File: src/sv/ppp_pkg.sv
// Shared types, widths and helpers for the pinhole point projection block.
`default_nettype none
package ppp_pkg;

  // Field and register widths.
  localparam int COORD_W = 32;
  localparam int ENTRY_W = 21;
  localparam int REG_W   = 3 * ENTRY_W;
  localparam int IDX_W   = 3;

  // Datapath widths: difference, rotation products, rotated point,
  // intrinsic products and homogeneous result.
  localparam int DIFF_W  = COORD_W + 1;
  localparam int P1_W    = ENTRY_W + DIFF_W;
  localparam int SUM1_W  = P1_W + 2;
  localparam int ROT_SH  = 18;
  localparam int ROT_W   = SUM1_W - ROT_SH;
  localparam int P2_W    = ENTRY_W + ROT_W;
  localparam int H_W     = P2_W + 2;

  // Divider geometry: 33 quotient bits of (a * 2^16) / b.
  localparam int FRAC_W    = 16;
  localparam int QUO_W     = COORD_W + 1;
  localparam int LO_W      = QUO_W - FRAC_W;
  localparam int DIV_STEPS = QUO_W;

  // Default depth of the queue between front and back.
  localparam int QUEUE_DEPTH_DEF = 4;

  // Register indexes.
  localparam logic [IDX_W-1:0] REG_K_A   = 3'd0;
  localparam logic [IDX_W-1:0] REG_K_B   = 3'd1;
  localparam logic [IDX_W-1:0] REG_K_C   = 3'd2;
  localparam logic [IDX_W-1:0] REG_R_A   = 3'd3;
  localparam logic [IDX_W-1:0] REG_R_B   = 3'd4;
  localparam logic [IDX_W-1:0] REG_R_C   = 3'd5;
  localparam logic [IDX_W-1:0] REG_CAM   = 3'd6;

  // Configuration as seen by the front.
  typedef struct packed {
    logic [REG_W-1:0] k_a;
    logic [REG_W-1:0] k_b;
    logic [REG_W-1:0] k_c;
    logic [REG_W-1:0] r_a;
    logic [REG_W-1:0] r_b;
    logic [REG_W-1:0] r_c;
    logic [REG_W-1:0] cam;
  } cfg_t;

  // One queued word: the homogeneous pixel vector.
  typedef struct packed {
    logic [H_W-1:0] h0;
    logic [H_W-1:0] h1;
    logic [H_W-1:0] h2;
  } hvec_t;

  // Picks signed entry j out of a packed register.
  function automatic logic signed [ENTRY_W-1:0] entry_of(input logic [REG_W-1:0] r,
                                                          input int j);
    return $signed(r[ENTRY_W*j +: ENTRY_W]);
  endfunction

endpackage
`default_nettype wire

File: src/sv/ppp_queue.sv
// Small first-in first-out queue between the front and the back.
`default_nettype none
module ppp_queue #(
  parameter int DEPTH = ppp_pkg::QUEUE_DEPTH_DEF
) (
  input  wire logic          clk,
  input  wire logic          rst,
  input  wire logic          push,
  input  ppp_pkg::hvec_t     push_data,
  input  wire logic          pop,
  output ppp_pkg::hvec_t     head,
  output logic               full,
  output logic               empty
);
  import ppp_pkg::*;

  localparam int PTR_W = $clog2(DEPTH);
  localparam int CNT_W = $clog2(DEPTH + 1);

  hvec_t            store [DEPTH];
  logic [PTR_W-1:0] wr_ptr;
  logic [PTR_W-1:0] rd_ptr;
  logic [CNT_W-1:0] count;
  logic             do_push;
  logic             do_pop;

  assign full    = (count == CNT_W'(DEPTH));
  assign empty   = (count == '0);
  assign do_push = push && !full;
  assign do_pop  = pop && !empty;
  assign head    = store[rd_ptr];

  // Pointers and fill count.
  always_ff @(posedge clk) begin
    if (rst) begin
      wr_ptr <= '0;
      rd_ptr <= '0;
      count  <= '0;
    end else begin
      if (do_push) begin
        wr_ptr <= (wr_ptr == PTR_W'(DEPTH - 1)) ? '0 : wr_ptr + 1'b1;
      end
      if (do_pop) begin
        rd_ptr <= (rd_ptr == PTR_W'(DEPTH - 1)) ? '0 : rd_ptr + 1'b1;
      end
      if (do_push && !do_pop) begin
        count <= count + 1'b1;
      end else if (do_pop && !do_push) begin
        count <= count - 1'b1;
      end
    end
  end

  // Storage.
  always_ff @(posedge clk) begin
    if (do_push) begin
      store[wr_ptr] <= push_data;
    end
  end

endmodule
`default_nettype wire

File: config.mk
export PLATFORM = sky130hd
export DESIGN_NAME = ppp_queue
export DESIGN_NICKNAME = d
export VERILOG_FILES = /design/src/sv/ppp_pkg.sv /design/src/sv/ppp_queue.sv
export SDC_FILE = /design/constraint.sdc
export NUM_CORES = 1
export LEC_CHECK = 0
export BUFFER_PORTS_ARGS = -buffer_cell sky130_fd_sc_hd__buf_2
export CAP_MARGIN = 30
export CELL_PAD_IN_SITES_DETAIL_PLACEMENT = 0
export CELL_PAD_IN_SITES_GLOBAL_PLACEMENT = 1
export CORE_MARGIN = 10
export CORE_UTILIZATION = 46
export CTS_CLUSTER_DIAMETER = 40
export DETAILED_ROUTE_END_ITERATION = 7
export PLACE_DENSITY_LB_ADDON = 0.1
export SETUP_SLACK_MARGIN = 0.15
export SYNTH_ARGS = -nofsm -noshare
export SYNTH_HDL_FRONTEND = slang
export SYNTH_SLANG_ARGS = --single-unit
export TNS_END_PERCENT = 5
File: constraint.sdc
create_clock -name clk -period 5.45 [get_ports clk]
set_input_delay 1.09 -clock clk [delete_from_list [all_inputs] [get_ports clk]]
set_output_delay 1.09 -clock clk [all_outputs]
set_load 0.05 [all_outputs]
Word level (Yosys, flattened, before mapping)
Memory sizes are Yosys's and may differ from the RTL's. A register that Yosys moved wholly into a read port is not among the register bits.
Index checks and enable logic that the tools add are counted.
- register bits: 7
- memory bits (writable): 732
- input bits: 187
- logic and storage cells: 29
- memories: 1
- $add $sub $neg: 4
- equality and inequality tests: 3
- multiplexer cells: 8
- reductions and logical operators: 10
- memories (memory ; words ; width ; read ports ; clocked after memory_dff ; write ports ; line ; source):
    store ; 4 ; 183 ; 1 ; 1 ; 1 ; ppp_queue.sv:20 ; hvec_t store [DEPTH];
- operator list (kind ; number):
    2-bit two-way mux ; 4
    3-bit two-way mux ; 2
    2-bit by 1-bit adder with 2-bit output, second input constant ; 2
    2-bit equality test, second input constant ; 2
    1-bit logical AND ; 4
    1-bit logical NOT ; 4
    3-bit by 1-bit adder with 3-bit output, second input constant ; 1
    3-bit equality test, second input constant ; 1
    3-bit logical NOT ; 1
    3-bit by 1-bit subtractor with 3-bit output, second input constant ; 1
    1-bit two-way mux ; 2
    2-bit nonzero test ; 1

Longest topological paths before layout
Gate-level depths: netlist (run 1).
- depth after elaboration: 7
- depth in mapped cells: 10

Least setup slack after synthesis (run 1)
Ideal clock, no wire load.
- path kind: input -> register
- start: in push
- end: mem store[3][0] in the netlist's numbering, enable pin
- library setup time: 0.567 ns
- data arrival time: 5.326 ns
- data required time: 4.883 ns
- setup slack: -0.443 ns
- stages on the path: 1
- path buffers: 0
- path through: and3_1
- cells in the longest elaborated chain, start to end: 3
- RTL lines (element ; line ; source):
    start, declared ; ppp_queue.sv:8 ; input wire logic push,
    1-bit logical AND ; ppp_queue.sv:29 ; assign do_push = push && !full;
    1-bit two-way mux ; ppp_queue.sv:56 ; if (do_push) begin
    1-bit two-way mux (not written as such) ; ppp_queue.sv:57 ; store[wr_ptr] <= push_data;
    end, declared ; ppp_queue.sv:20 ;
Every way passes these cells.

==> reports/qor.tcl, run 1 <==
set qor(reg2reg_slack_ns) 2.99
set qor(io_buffers) 371
set qor(yosysWarnings) 0
set qor(cts_tree) {built}
set qor(via_count) 12200
set qor(syn_to_final_growth_pct) 24.3
set qor(finalClockSkew_ns) 0.0401
set qor(critical-path-slowest-cell) {dfxtp_4}
set qor(wl_per_cell_microns) 24.3
set qor(grt_start_max_net_pins) 104
set qor(timing_worst_setup_path_type) {flop to primary output}
set qor(ff2ff_path_depth) 4
set qor(cts.htree.levels) 3
set qor(grt_usage_pct) 16.3
set qor(most_area_hungry_cell_type_in_the_yosys_netlist) {edfxtp_1}
set qor(die_y_microns) 263
set qor(yosysUniqueCellTypes) 25
set qor(outcome) {completed}
set qor(reg2reg_to) {store[2][169]}
set qor(end_kind) {primary output}
set qor(synth-edff-count) 732
set qor(die_area_sq_um) 68900
set qor(cts_num_sinks) 741
set qor(cts.hold.buffers_added) 0
set qor(first_global_vias) 13100
set qor(detailroute.wirelength.met3_microns) 4560
set qor(num_io_pins) 372
set qor(clk_path_buf_depth) 3
set qor(drt_drc_violations_left) 0
set qor(drtIter0Drc) 703
set qor(met2RoutedLength_microns) 28500
set qor(dr.pass1.iters) 4
set qor(root_buffer) {clkbuf_16}
set qor(max-cap-violations) 0
set qor(crit_chain) {buf_12, mux4_2, buf_2}
set qor(coreArea_sq_um) 58000
set qor(worst_slew_margin_rel_pct) 47.1
set qor(worst_slew_pin_slew_ns) 0.794
set qor(drive_above_1_share_pct) 49.3
set qor(final.hold.worst_slack_ns) 0.505
set qor(min_delay_path_depth) 2
set qor(post-route-period-util_pct) 69.8
set qor(power_density_nw_per_um2) 567
set qor(cts_made_buffers) 108
set qor(synthTopCellsByArea) {edfxtp_1 81%, mux4_2 15%, buf_12 1.4%, dfxtp_1 0.67%, buf_2 0.33%}
set qor(p_leak_nw) 11.4
set qor(post-cts-setup-buffer-count) 0
set qor(setup-violations-final) 0
set qor(average_cell_area_after_synthesis_sq_um) 26.9
set qor(achievable-frequency_mhz) 263
set qor(finish.utilization_pct) 58.0
set qor(totalWireLength_microns) 56400
set qor(rsz0062_at_grt) {no}
set qor(syn-num-nets) 1200
set qor(clkTransAtPathRegs_ns) 0.05
set qor(die_width_microns) 263
set qor(start_kind) {flop}
set qor(drv_slew) 0
set qor(ant_nets) 0
set qor(grt_antenna_before_repair) 16
set qor(seq_cells_post_synth) 741
set qor(grt_overflow_total) 0
set qor(gpl.final_weighted_congestion) 0.695
set qor(place.detailed.hpwl_microns) 33900
set qor(synth.top_cells.by_count) {732 x edfxtp_1, 183 x mux4_2, 19 x buf_12}
set qor(worstPathMaxFanout) 78
set qor(critical_path.max_stage_delay_ns) 0.86
set qor(rr_startpoint) {count[0]}
set qor(synth_ff_type) {edfxtp_1}
set qor(detail_route.vias_per_cell) 5.23
set qor(irDropWorstVdd_v) 0.000402
set qor(fin_nets) 1656
set qor(hp-start) {rd_ptr[0]}
set qor(synthMostInstantiatedCell) {edfxtp_1}
set qor(synth.top_cell.area_share_pct) 81.2
set qor(synth.cell_area_sq_um) 27100
set qor(top_layer_used) {met5}
set qor(drt-met1-wl_microns) 22200
set qor(period_minus_slack_ns) 3.80
set qor(timing.critical_path.arrival_ns) 2.71
set qor(synth_seq_area_share_pct) 81.9
set qor(floorplan.initialDensity_pct) 46.6
set qor(syn_inst) 1006
set qor(insertion_delay_ns) 0.66
set qor(hold_path_class) {flop to flop}
set qor(cp_data_required_time_ns) 4.36
set qor(fp-row-count) 88
set qor(grt_first_pass_wirelength_microns) 85100
set qor(fraction_of_registers_with_async_set_reset_pct) 0
set qor(report.final.hold_viol_count) 0
set qor(post_cts_resize_count) 0
set qor(power.total_mw) 19.1
state kept, by name, indices dropped and copies added, names as in the netlist, named ones only:
name	cells
store	732
count	3
rd_ptr	2
wr_ptr	2
layer usage:
metal	track usage [%]	up-vias
li1	-	5351
met1	19.9	6360
met2	26.7	316
met3	6.46	105
met4	4.18	26
met5	0	-
final cells by class:
cell class,instances,area [sq um]
fillers,4270,24400
flip-flops and latches,741,22200
multi-input cells,217,4400
clock buffers,117,2780
repair buffers,389,2190
clock inverters,86,1100
well taps,765,957
inverters,5,18.8
diodes,6,15.0
critical path: cells and delay by family, from the launching register on:
kind	cells	cell delay, ns
buf+inv	2	0.73
mux	1	0.42
flops	1	0.86
cell families after synthesis:
group | after synthesis | share of synthesized area [%]
buffers and inverters | 48 | 1.93
DFF | 741 | 81.9
xor gates and xnor gates | 2 | 0.0647
AOI/OAI and AO/OA | 7 | 0.166
and+or+nand+nor | 16 | 0.314
muxes | 185 | 15.3
adders and majority gates | 7 | 0.351
worst max-delay path by stage:
stage,endpoint,slack (ns),cells after the start
detailed placement,head[146],2.00,3
floorplan,store[0][0],-0.42,1
finish,head[92],1.65,3
global route,head[92],1.52,3
CTS,head[146],1.32,3
global placement,head[146],2.00,3
where the power goes:
group / switching, mW / internal, mW
clock network: 2.54 / 4.69
registers: 0.146 / 6.90
logic: 3.40 / 1.40
total: 6.09 / 13.0
cells in the final DEF, fill, tap and decap left out, drive strengths merged:
| cell | synthesis | layout |
|---|---|---|
| edfxtp | 732 | 732 |
| buf | 39 | 389 |
| mux4 | 183 | 183 |
| clkbuf | 4 | 117 |
| clkinv | 0 | 35 |
| inv | 5 | 24 |
| bufinv | 0 | 20 |
| clkinvlp | 0 | 12 |
| dfxtp | 9 | 9 |
| diode | 0 | 6 |
| ha | 6 | 6 |
| nor2 | 4 | 4 |
| and3 | 4 | 4 |
| a21oi | 3 | 3 |
| nor3 | 2 | 2 |
| xor2 | 2 | 2 |
| nand3 | 2 | 2 |
| or3 | 2 | 2 |
| mux2i | 2 | 2 |
| o21ai | 2 | 2 |
| o31ai | 2 | 2 |
| or3b | 1 | 1 |
| nand2 | 1 | 1 |
| fa | 1 | 1 |
per-stage QoR:
step / area [sq um] / setup slack [ns] / setup TNS (ns) / std cells
global route: 33600 / 1.52 / 0 / 2321
global placement: 29700 / 2.00 / 0 / 2115
finish: 33600 / 1.65 / 0 / 2326
floorplan: 27100 / -0.423 / -232.37 / 1006
CTS: 33600 / 1.32 / 0 / 2319
detailed placement: 29700 / 2.00 / 0 / 2116
Note: power is estimated with default switching activity, not from simulation.
==> run 2: changes to the inputs <==
--- a/config.mk
+++ b/config.mk
@@ -10,7 +10,7 @@
 export CELL_PAD_IN_SITES_DETAIL_PLACEMENT = 0
 export CELL_PAD_IN_SITES_GLOBAL_PLACEMENT = 1
 export CORE_MARGIN = 10
-export CORE_UTILIZATION = 46
+export CORE_UTILIZATION = 50
 export CTS_CLUSTER_DIAMETER = 40
 export DETAILED_ROUTE_END_ITERATION = 7
 export PLACE_DENSITY_LB_ADDON = 0.1
==> constraint.sdc (replaced) <==
create_clock -name clk -period 3.7 [get_ports clk]
set_input_delay 0.74 -clock clk [delete_from_list [all_inputs] [get_ports clk]]
set_output_delay 0.74 -clock clk [all_outputs]
set_load 0.05 [all_outputs]
==> run 2 against run 1 <==
Net effect:
- sequential cell count stayed put
- highest routed layer unchanged
- worst hold slack worse by 0.18 ns
- final cell count is 3.3% lower
- critical endpoint is now head[122]
==> reports/qor.tcl, run 2 (synthesis gave the netlist of run 1 again) <==
set qor(p_leak_nw) 11.2 ;# was 11.4 nW
set qor(finalNonFillerCells) 2249 ;# was 2326
set qor(gpl.final_weighted_congestion) 0.726 ;# was 0.695
set qor(postLayoutSetupSlackWorst_ns) 0.617 ;# was 1.65 ns
set qor(power_report.internal_total_mw) 18.5 ;# was 13.0 mW
set qor(cts_tree) {built} ;# unchanged
set qor(outcome) {completed} ;# unchanged
set qor(first_global_vias) 12900 ;# was 13100
set qor(worst_slew_pin_slew_ns) 0.687 ;# was 0.794 ns
set qor(timing_worst_setup_path_type) {flop to primary output} ;# unchanged
set qor(die_y_microns) 253 ;# was 263 microns
set qor(grt_util_met2_pct) 28.4 ;# was 26.7%
set qor(final_cell_mix) {732 x edfxtp_1, 371 x buf_2, 183 x mux4_2, 102 x clkbuf_16, 21 x buf_12} ;# was 732 x edfxtp_1, 371 x buf_2, 183 x mux4_2, 110 x clkbuf_16, 20 x bufinv_16
set qor(power_density_nw_per_um2) 819 ;# was 567 nW/um^2
set qor(drtIter0Drc) 759 ;# was 703
set qor(largest_register_ffs) 732 ;# unchanged
set qor(globalRouteMet3Util_pct) 6.16 ;# was 6.46%
set qor(via_count) 12100 ;# was 12200
set qor(power.net_switching_mw) 8.81 ;# was 6.09 mW
set qor(io_buffers) 371 ;# unchanged
set qor(pre_cts_slack_ns) 1.20 ;# was 2.00 ns
set qor(cp_data_required_time_ns) 2.96 ;# was 4.36 ns
set qor(met1_usage_pct) 22.3 ;# was 19.9%
set qor(rsz0062_at_grt) {no} ;# unchanged
set qor(post_cts_resize_count) 0 ;# unchanged
set qor(post-cts-setup-buffer-count) 0 ;# unchanged
set qor(cts_num_sinks) 741 ;# unchanged
set qor(achievable-frequency_mhz) 324
set qor(drive_above_1_share_pct) 48.8 ;# was 49.3%
set qor(num_io_pins) 372 ;# unchanged
set qor(grt_start_max_net_pins) 70 ;# was 104
set qor(root_buffer) {clkbuf_16} ;# unchanged
set qor(grt_usage_pct) 17.7 ;# was 16.3%
set qor(report.final.hold_viol_count) 0 ;# unchanged
set qor(max-cap-violations) 0 ;# unchanged
set qor(fp-row-count) 85 ;# was 88
set qor(p_comb_share_pct) 26.2 ;# was 25.2%
set qor(timing.critical_path.arrival_ns) 2.34 ;# was 2.71 ns
set qor(cts.htree.levels) 3 ;# unchanged
set qor(ant_nets) 0 ;# unchanged
set qor(dr.pass1.iters) 4 ;# unchanged
set qor(clk_path_buf_depth) 3 ;# unchanged
set qor(finish.utilization_pct) 62.0 ;# was 58.0%
set qor(grt_overflow_total) 0 ;# unchanged
set qor(drv_slew) 0 ;# unchanged
set qor(largest-register) {store} ;# unchanged
set qor(detail_route.vias_per_cell) 5.39 ;# was 5.23
set qor(netSwitchingFraction_pct) 32.3 ;# was 31.9%
set qor(power.total_mw) 27.3 ;# was 19.1 mW
set qor(cts.hold.buffers_added) 0 ;# unchanged
set qor(floorplan.initialDensity_pct) 50.4 ;# was 46.6%
set qor(irDropWorstVdd_v) 0.000624 ;# was 0.000402 V
set qor(cts_made_buffers) 100 ;# was 108
set qor(grt_first_pass_wirelength_microns) 83400 ;# was 85100 microns
set qor(drt_drc_violations_left) 0 ;# unchanged
set qor(largestRegisters) {store x732, count x3} ;# unchanged
set qor(finalClockSkew_ns) 0.0168 ;# was 0.0401 ns
set qor(wl_per_cell_microns) 25.0 ;# was 24.3 microns
set qor(placedCellCount) 2055 ;# was 2116
set qor(grt_busiest_layer) {met2} ;# unchanged
set qor(setup-violations-final) 0 ;# unchanged
set qor(clkTransAtPathRegs_ns) 0.05 ;# about the same
set qor(die_area_sq_um) 63800 ;# was 68900 sq um
set qor(worstPathMaxFanout) 62 ;# was 78
set qor(seq_power_share_pct) 38.0 ;# was 36.9%
set qor(end_kind) {primary output} ;# unchanged
set qor(place.detailed.hpwl_microns) 34800 ;# was 33900 microns
set qor(post-route-period-util_pct) 83.3
set qor(clkPwrFrac_pct) 35.8 ;# was 37.9%
set qor(period_minus_slack_ns) 3.08
set qor(syn_to_final_growth_pct) 22.9 ;# was 24.3%
set qor(insertion_delay_ns) 0.63 ;# was 0.66 ns
set qor(coreArea_sq_um) 53700 ;# was 58000 sq um
set qor(start_kind) {flop} ;# unchanged
set qor(hold_path_class) {primary input to flop} ;# was flop to flop
set qor(fin_nets) 1655 ;# was 1656
set qor(mostFrequentLayoutCell) {edfxtp_1} ;# unchanged
set qor(totalWireLength_microns) 56300 ;# was 56400 microns
set qor(worst_slew_margin_rel_pct) 54.2 ;# was 47.1%
set qor(die_width_microns) 253 ;# was 263 microns
set qor(grt_antenna_before_repair) 17 ;# was 16
## run 2: cell types whose count changed in the layout (fill, tap and decap cells not counted), moves of 2 or more
| cell | delta |
|---|---|
| buf_12 | +8 |
| clkbuf_1 | +8 |
| clkbuf_16 | -8 |
| bufinv_16 | -5 |
| clkinv_1 | -5 |
| clkinvlp_4 | -3 |
| inv_8 | -3 |
| buf_16 | -2 |
| clkbuf_8 | +2 |
## run 2: cell type report
class                   count  area [sq um]
flip-flops and latches    741         22200
fillers                  3731         20400
multi-input cells         217          4400
clock buffers             119          2640
repair buffers            396          2310
well taps                 696           871
clock inverters            68           855
inverters                   5          18.8
diodes                      7          17.5
## run 2: routing by layer
layer	share of wire, %	vias up	wire (microns)
li1	-	5351	-
met5	0.26	-	149
met2	50	336	28200
met4	1.9	24	1080
met3	8.1	90	4570
met1	40	6319	22300
## run 2: worst paths after layout
path / startpoint / endpoint / slack, ns / cells after the start
hold / removal: push_data[167] / store[1][167] / 0.32 / 1
setup reg to reg: count[0] / count[2] / 1.36 / 7
setup / recovery: flop / head[122] / 0.62 / 3
hold reg to reg: rd_ptr[0] / flop / 0.51 / 2
## run 2: critical path: stages (launching register included)
cell	delay, ns
dfxtp_4	0.62
buf_12	0.40
mux4_2	0.42
buf_2	0.24
## run 2: through the flow
stage          hold slack (ns)  cell area, sq um  TNS [ns]
2_1_floorplan            0.463             27100  -1000.97
3_3_place_gp             0.506             29800         0
3_5_place_dp             0.504             29800         0
4_1_cts                  0.281             33300         0
5_1_grt                  0.296             33300         0
6_report                 0.321             33300         0
## run 2: power groups by stage
stage | Combinational [mW] | Sequential (mW) | Clock (mW)
finish | 7.14 | 10.4 | 9.77
CTS | 7.31 | 10.4 | 9.97
global placement | 7.30 | 10.5 | 0
detailed placement | 7.30 | 10.5 | 0
floorplan | 5.67 | 10.6 | 0
global route | 7.51 | 10.4 | 10.4
==> run 3: changes to the inputs <==
--- a/config.mk
+++ b/config.mk
@@ -5,12 +5,13 @@
 export SDC_FILE = /design/constraint.sdc
 export NUM_CORES = 1
 export LEC_CHECK = 0
+export ABC_AREA = 1
 export BUFFER_PORTS_ARGS = -buffer_cell sky130_fd_sc_hd__buf_2
 export CAP_MARGIN = 30
 export CELL_PAD_IN_SITES_DETAIL_PLACEMENT = 0
 export CELL_PAD_IN_SITES_GLOBAL_PLACEMENT = 1
 export CORE_MARGIN = 10
-export CORE_UTILIZATION = 50
+export CORE_UTILIZATION = 48
 export CTS_CLUSTER_DIAMETER = 40
 export DETAILED_ROUTE_END_ITERATION = 7
 export PLACE_DENSITY_LB_ADDON = 0.1
==> constraint.sdc (replaced) <==
create_clock -name clk -period 3.1 [get_ports clk]
set_input_delay 0.62 -clock clk [delete_from_list [all_inputs] [get_ports clk]]
set_output_delay 0.62 -clock clk [all_outputs]
set_load 0.05 [all_outputs]
==> run 3 against run 2 <==
Net effect:
- setup slack got worse by 0.45 ns
- clock skew barely moved
- synthesized area rose by 2.3%
- synthesized cell count rose by 83%
- via count rose by 39%
- global-route usage rose by 2.3 points
- sequential cell count did not move
- critical path depth rose by 2
- clock power rose by 13%
- combinational power rose by 86%
- total power rose by 35%
- largest power group is now combinational logic
==> reports/qor.tcl, run 3 <==
set qor(outcome) {completed} ;# unchanged
set qor(critical-path-slowest-cell) {dfxtp_4} ;# unchanged
set qor(pre_cts_slack_ns) 0.643 ;# was 1.20 ns
set qor(final.hold.worst_slack_ns) 0.159 ;# was 0.321 ns
set qor(seq_cells_post_synth) 741 ;# unchanged
set qor(grt_antenna_before_repair) 21 ;# was 17
set qor(power.total_mw) 36.8 ;# was 27.3 mW
set qor(syn_inst) 1841 ;# was 1006
set qor(floorplan.initialDensity_pct) 48.8 ;# was 50.4%
set qor(p_leak_nw) 12.0 ;# was 11.2 nW
set qor(synth_compound_gate_area_share_pct) 10.8 ;# was 0.166%
set qor(synth-xor-area-share_pct) 0.0316 ;# was 0.0647%
set qor(reg2reg_to) {store[0][48]} ;# was count[2]
set qor(synth_ff_type) {edfxtp_1} ;# unchanged
set qor(critical_path.max_stage_delay_ns) 0.43 ;# was 0.62 ns
set qor(grt_overflow_total) 0 ;# unchanged
set qor(insertion_delay_ns) 0.63 ;# about the same
set qor(crit_chain) {inv_4, buf_6, o21ai_1, o22ai_1, buf_2} ;# was buf_12, mux4_2, buf_2
set qor(largest_register_ffs) 732 ;# unchanged
set qor(finish.utilization_pct) 60.0 ;# was 62.0%
set qor(crit_end) {head[137]} ;# was head[122]
set qor(first_global_vias) 16400 ;# was 12900
set qor(period_minus_slack_ns) 2.93
set qor(most_area_hungry_cell_type_in_the_yosys_netlist) {edfxtp_1} ;# unchanged
set qor(rsz0062_at_grt) {yes} ;# was no
set qor(post_synth_fa_ha_maj_area_fraction_pct) 0.344 ;# was 0.351%
set qor(final_cell_mix) {732 x edfxtp_1, 377 x nor2_1, 361 x buf_2, 215 x o21ai_0, 182 x o22ai_1} ;# was 732 x edfxtp_1, 371 x buf_2, 183 x mux4_2, 102 x clkbuf_16, 21 x buf_12
set qor(synth_simple_gate_area_share_pct) 5.47 ;# was 0.314%
set qor(totalWireLength_microns) 70400 ;# was 56300 microns
set qor(largestRegisters) {store x732, count x3} ;# unchanged
set qor(timing.critical_path.arrival_ns) 2.31 ;# was 2.34 ns
set qor(ff2ff_path_depth) 5 ;# was 7
set qor(largest-register) {store} ;# unchanged
set qor(num_io_pins) 372 ;# unchanged
set qor(start_kind) {flop} ;# unchanged
set qor(cts.htree.levels) 3 ;# unchanged
set qor(place.detailed.hpwl_microns) 41500 ;# was 34800 microns
set qor(rr_startpoint) {count[0]} ;# unchanged
set qor(drv_slew) 0 ;# unchanged
set qor(die_width_microns) 260 ;# was 253 microns
set qor(worst_slew_margin_rel_pct) 60.8 ;# was 54.2%
set qor(detail_route.vias_per_cell) 5.44 ;# was 5.39
set qor(gpl.final_weighted_congestion) 0.760 ;# was 0.726
set qor(wl_per_cell_microns) 22.8 ;# was 25.0 microns
set qor(drtIter0Drc) 1251 ;# was 759
set qor(finalNonFillerCells) 3092 ;# was 2249
set qor(average_cell_area_after_synthesis_sq_um) 15.0 ;# was 26.9 sq um
set qor(fin_nets) 2445 ;# was 1655
set qor(setup-violations-final) 0 ;# unchanged
set qor(post-route-period-util_pct) 94.5
set qor(finalClockSkew_ns) 0.0168 ;# about the same
set qor(grt_start_max_net_pins) 72 ;# was 70
set qor(report.final.hold_viol_count) 0 ;# unchanged
set qor(combinational_family_with_the_most_area_after_synthesis) {compound AO/OA/AOI/OAI gates} ;# was multiplexers
set qor(synth.top_cell.area_share_pct) 79.4 ;# was 81.2%
set qor(mostFrequentLayoutCell) {edfxtp_1} ;# unchanged
set qor(drt_drc_violations_left) 0 ;# unchanged
set qor(dr.pass1.iters) 5 ;# was 4
set qor(cts_made_buffers) 96 ;# was 100
set qor(coreArea_sq_um) 56700 ;# was 53700 sq um
set qor(yosys-mux-area-fraction_pct) 0 ;# was 15.3%
set qor(synth-edff-count) 732 ;# unchanged
set qor(clkTransAtPathRegs_ns) 0.06 ;# was 0.05 ns
set qor(cts_tree) {built} ;# unchanged
set qor(power_density_nw_per_um2) 1080 ;# was 819 nW/um^2
set qor(irDropWorstVdd_v) 0.000968 ;# was 0.000624 V
set qor(synth.cell_area_sq_um) 27700 ;# was 27100 sq um
set qor(synth.top_cells.by_count) {732 x edfxtp_1, 381 x nor2_1, 215 x o21ai_0} ;# was 732 x edfxtp_1, 183 x mux4_2, 19 x buf_12
set qor(max-cap-violations) 0 ;# unchanged
set qor(root_buffer) {clkbuf_16} ;# unchanged
set qor(synthMostInstantiatedCell) {edfxtp_1} ;# unchanged
set qor(reg2reg_slack_ns) 1.10 ;# was 1.36 ns
set qor(ant_nets) 0 ;# unchanged
set qor(grt_usage_pct) 20.1 ;# was 17.7%
set qor(worst_slew_pin_slew_ns) 0.586 ;# was 0.687 ns
set qor(cts_num_sinks) 741 ;# unchanged
set qor(synth_seq_area_share_pct) 80.1 ;# was 81.9%
set qor(yosysWarnings) 0 ;# unchanged
set qor(worstPathMaxFanout) 37 ;# was 62
set qor(cts.hold.buffers_added) 0 ;# unchanged
set qor(clk_path_buf_depth) 3 ;# unchanged
set qor(drive_above_1_share_pct) 25.4 ;# was 48.8%
set qor(via_count) 16800 ;# was 12100
set qor(cp_data_required_time_ns) 2.48 ;# was 2.96 ns
set qor(yosysUniqueCellTypes) 23 ;# was 25
set qor(die_area_sq_um) 67700 ;# was 63800 sq um
set qor(syn-num-nets) 2035 ;# was 1200
set qor(syn_to_final_growth_pct) 23.0 ;# was 22.9%
set qor(die_y_microns) 260 ;# was 253 microns
set qor(fp-row-count) 87 ;# was 85
set qor(synthTopCellsByArea) {edfxtp_1 79%, nor2_1 5.2%, o22ai_1 4.1%, o21ai_0 3.9%, o21ai_1 2.7%} ;# was edfxtp_1 81%, mux4_2 15%, buf_12 1.4%, dfxtp_1 0.67%, buf_2 0.33%
set qor(fraction_of_registers_with_async_set_reset_pct) 0 ;# unchanged
set qor(end_kind) {primary output} ;# unchanged
set qor(grt_first_pass_wirelength_microns) 103000 ;# was 83400 microns
set qor(hold_path_class) {primary input to flop} ;# unchanged
set qor(postLayoutSetupSlackWorst_ns) 0.170 ;# was 0.617 ns
set qor(placedCellCount) 2899 ;# was 2055
set qor(timing_worst_setup_path_type) {flop to primary output} ;# unchanged
set qor(achievable-frequency_mhz) 341
set qor(io_buffers) 371 ;# unchanged
[run 3: changes by cell type after synthesis, sizes merged, moves of 4 or more]
cell / before / now
nor2: 4 / 381
inv: 5 / 18
and3: 4 / 0
o21ai: 2 / 367
mux4: 183 / 0
buf: 39 / 63
o22ai: 0 / 183
nand2: 1 / 14
clkbuf: 4 / 58
[run 3: power breakdown]
| group | leakage [nW] | switching, mW | internal [mW] |
|---|---|---|---|
| sequential | 6.78 | 0.289 | 12.2 |
| clock | 1.53 | 4.05 | 6.95 |
| combinational | 3.66 | 10.2 | 3.07 |
[run 3: worst min path at each step]
stage	startpoint	endpoint	slack, ns	cells past startpoint
5_1_grt	rst	count[0]	0.15	2
4_1_cts	rst	count[0]	0.13	2
6_report	rst	count[0]	0.16	2
3_5_place_dp	rd_ptr[1]	flop	0.51	2
2_1_floorplan	rd_ptr[1]	flop	0.48	2
3_3_place_gp	rd_ptr[1]	flop	0.51	2
[run 3: timing repair]
action,4_1_cts,5_1_grt
pin swaps,0,0
resized for setup,21,4
buffers inserted,3,1
cloned,5,1
endpoints found under the setup margin,135,113
[run 3: through the flow]
stage,setup TNS [ns],cell area [sq um]
after CTS,0,34000
after global placement,0,30400
final,0,34000
after global routing,0,34000
after detailed placement,0,30400
after floorplan,-528.45,27700
[run 3: routing by layer]
| layer | share of wire [%] | wire [microns] | GRT usage, % |
|---|---|---|---|
| met3 | 7.9 | 5540 | 5.77 |
| met2 | 49 | 34700 | 32.7 |
| met5 | 0.25 | 178 | 0 |
| met1 | 41 | 28500 | 25.4 |
| met4 | 2.1 | 1480 | 7.02 |
[run 3: cells by family after synthesis]
group	after synthesis
DFF	741
and+or+nand+nor	400
AOI/OAI and AO/OA	553
adders and majority gates	7
xor gates and xnor gates	1
buffers and inverters	139
[run 3: worst max-delay path: cells and delay by family, from the launching register on]
family / cells / cell delay [ns]
AOI/OAI and AO/OA: 2 / 0.43
buffers and inverters: 3 / 0.78
DFF: 1 / 0.43
[run 3: area by class of cell]
class / count / area (sq um)
fill: 4383 / 22700
timing repair buffer: 433 / 2900
inverter: 18 / 96.3
tap: 756 / 946
clock buffer: 110 / 2540
clock inverter: 61 / 692
sequential: 741 / 22200
antenna: 12 / 30.0
multi-input combinational: 961 / 4670
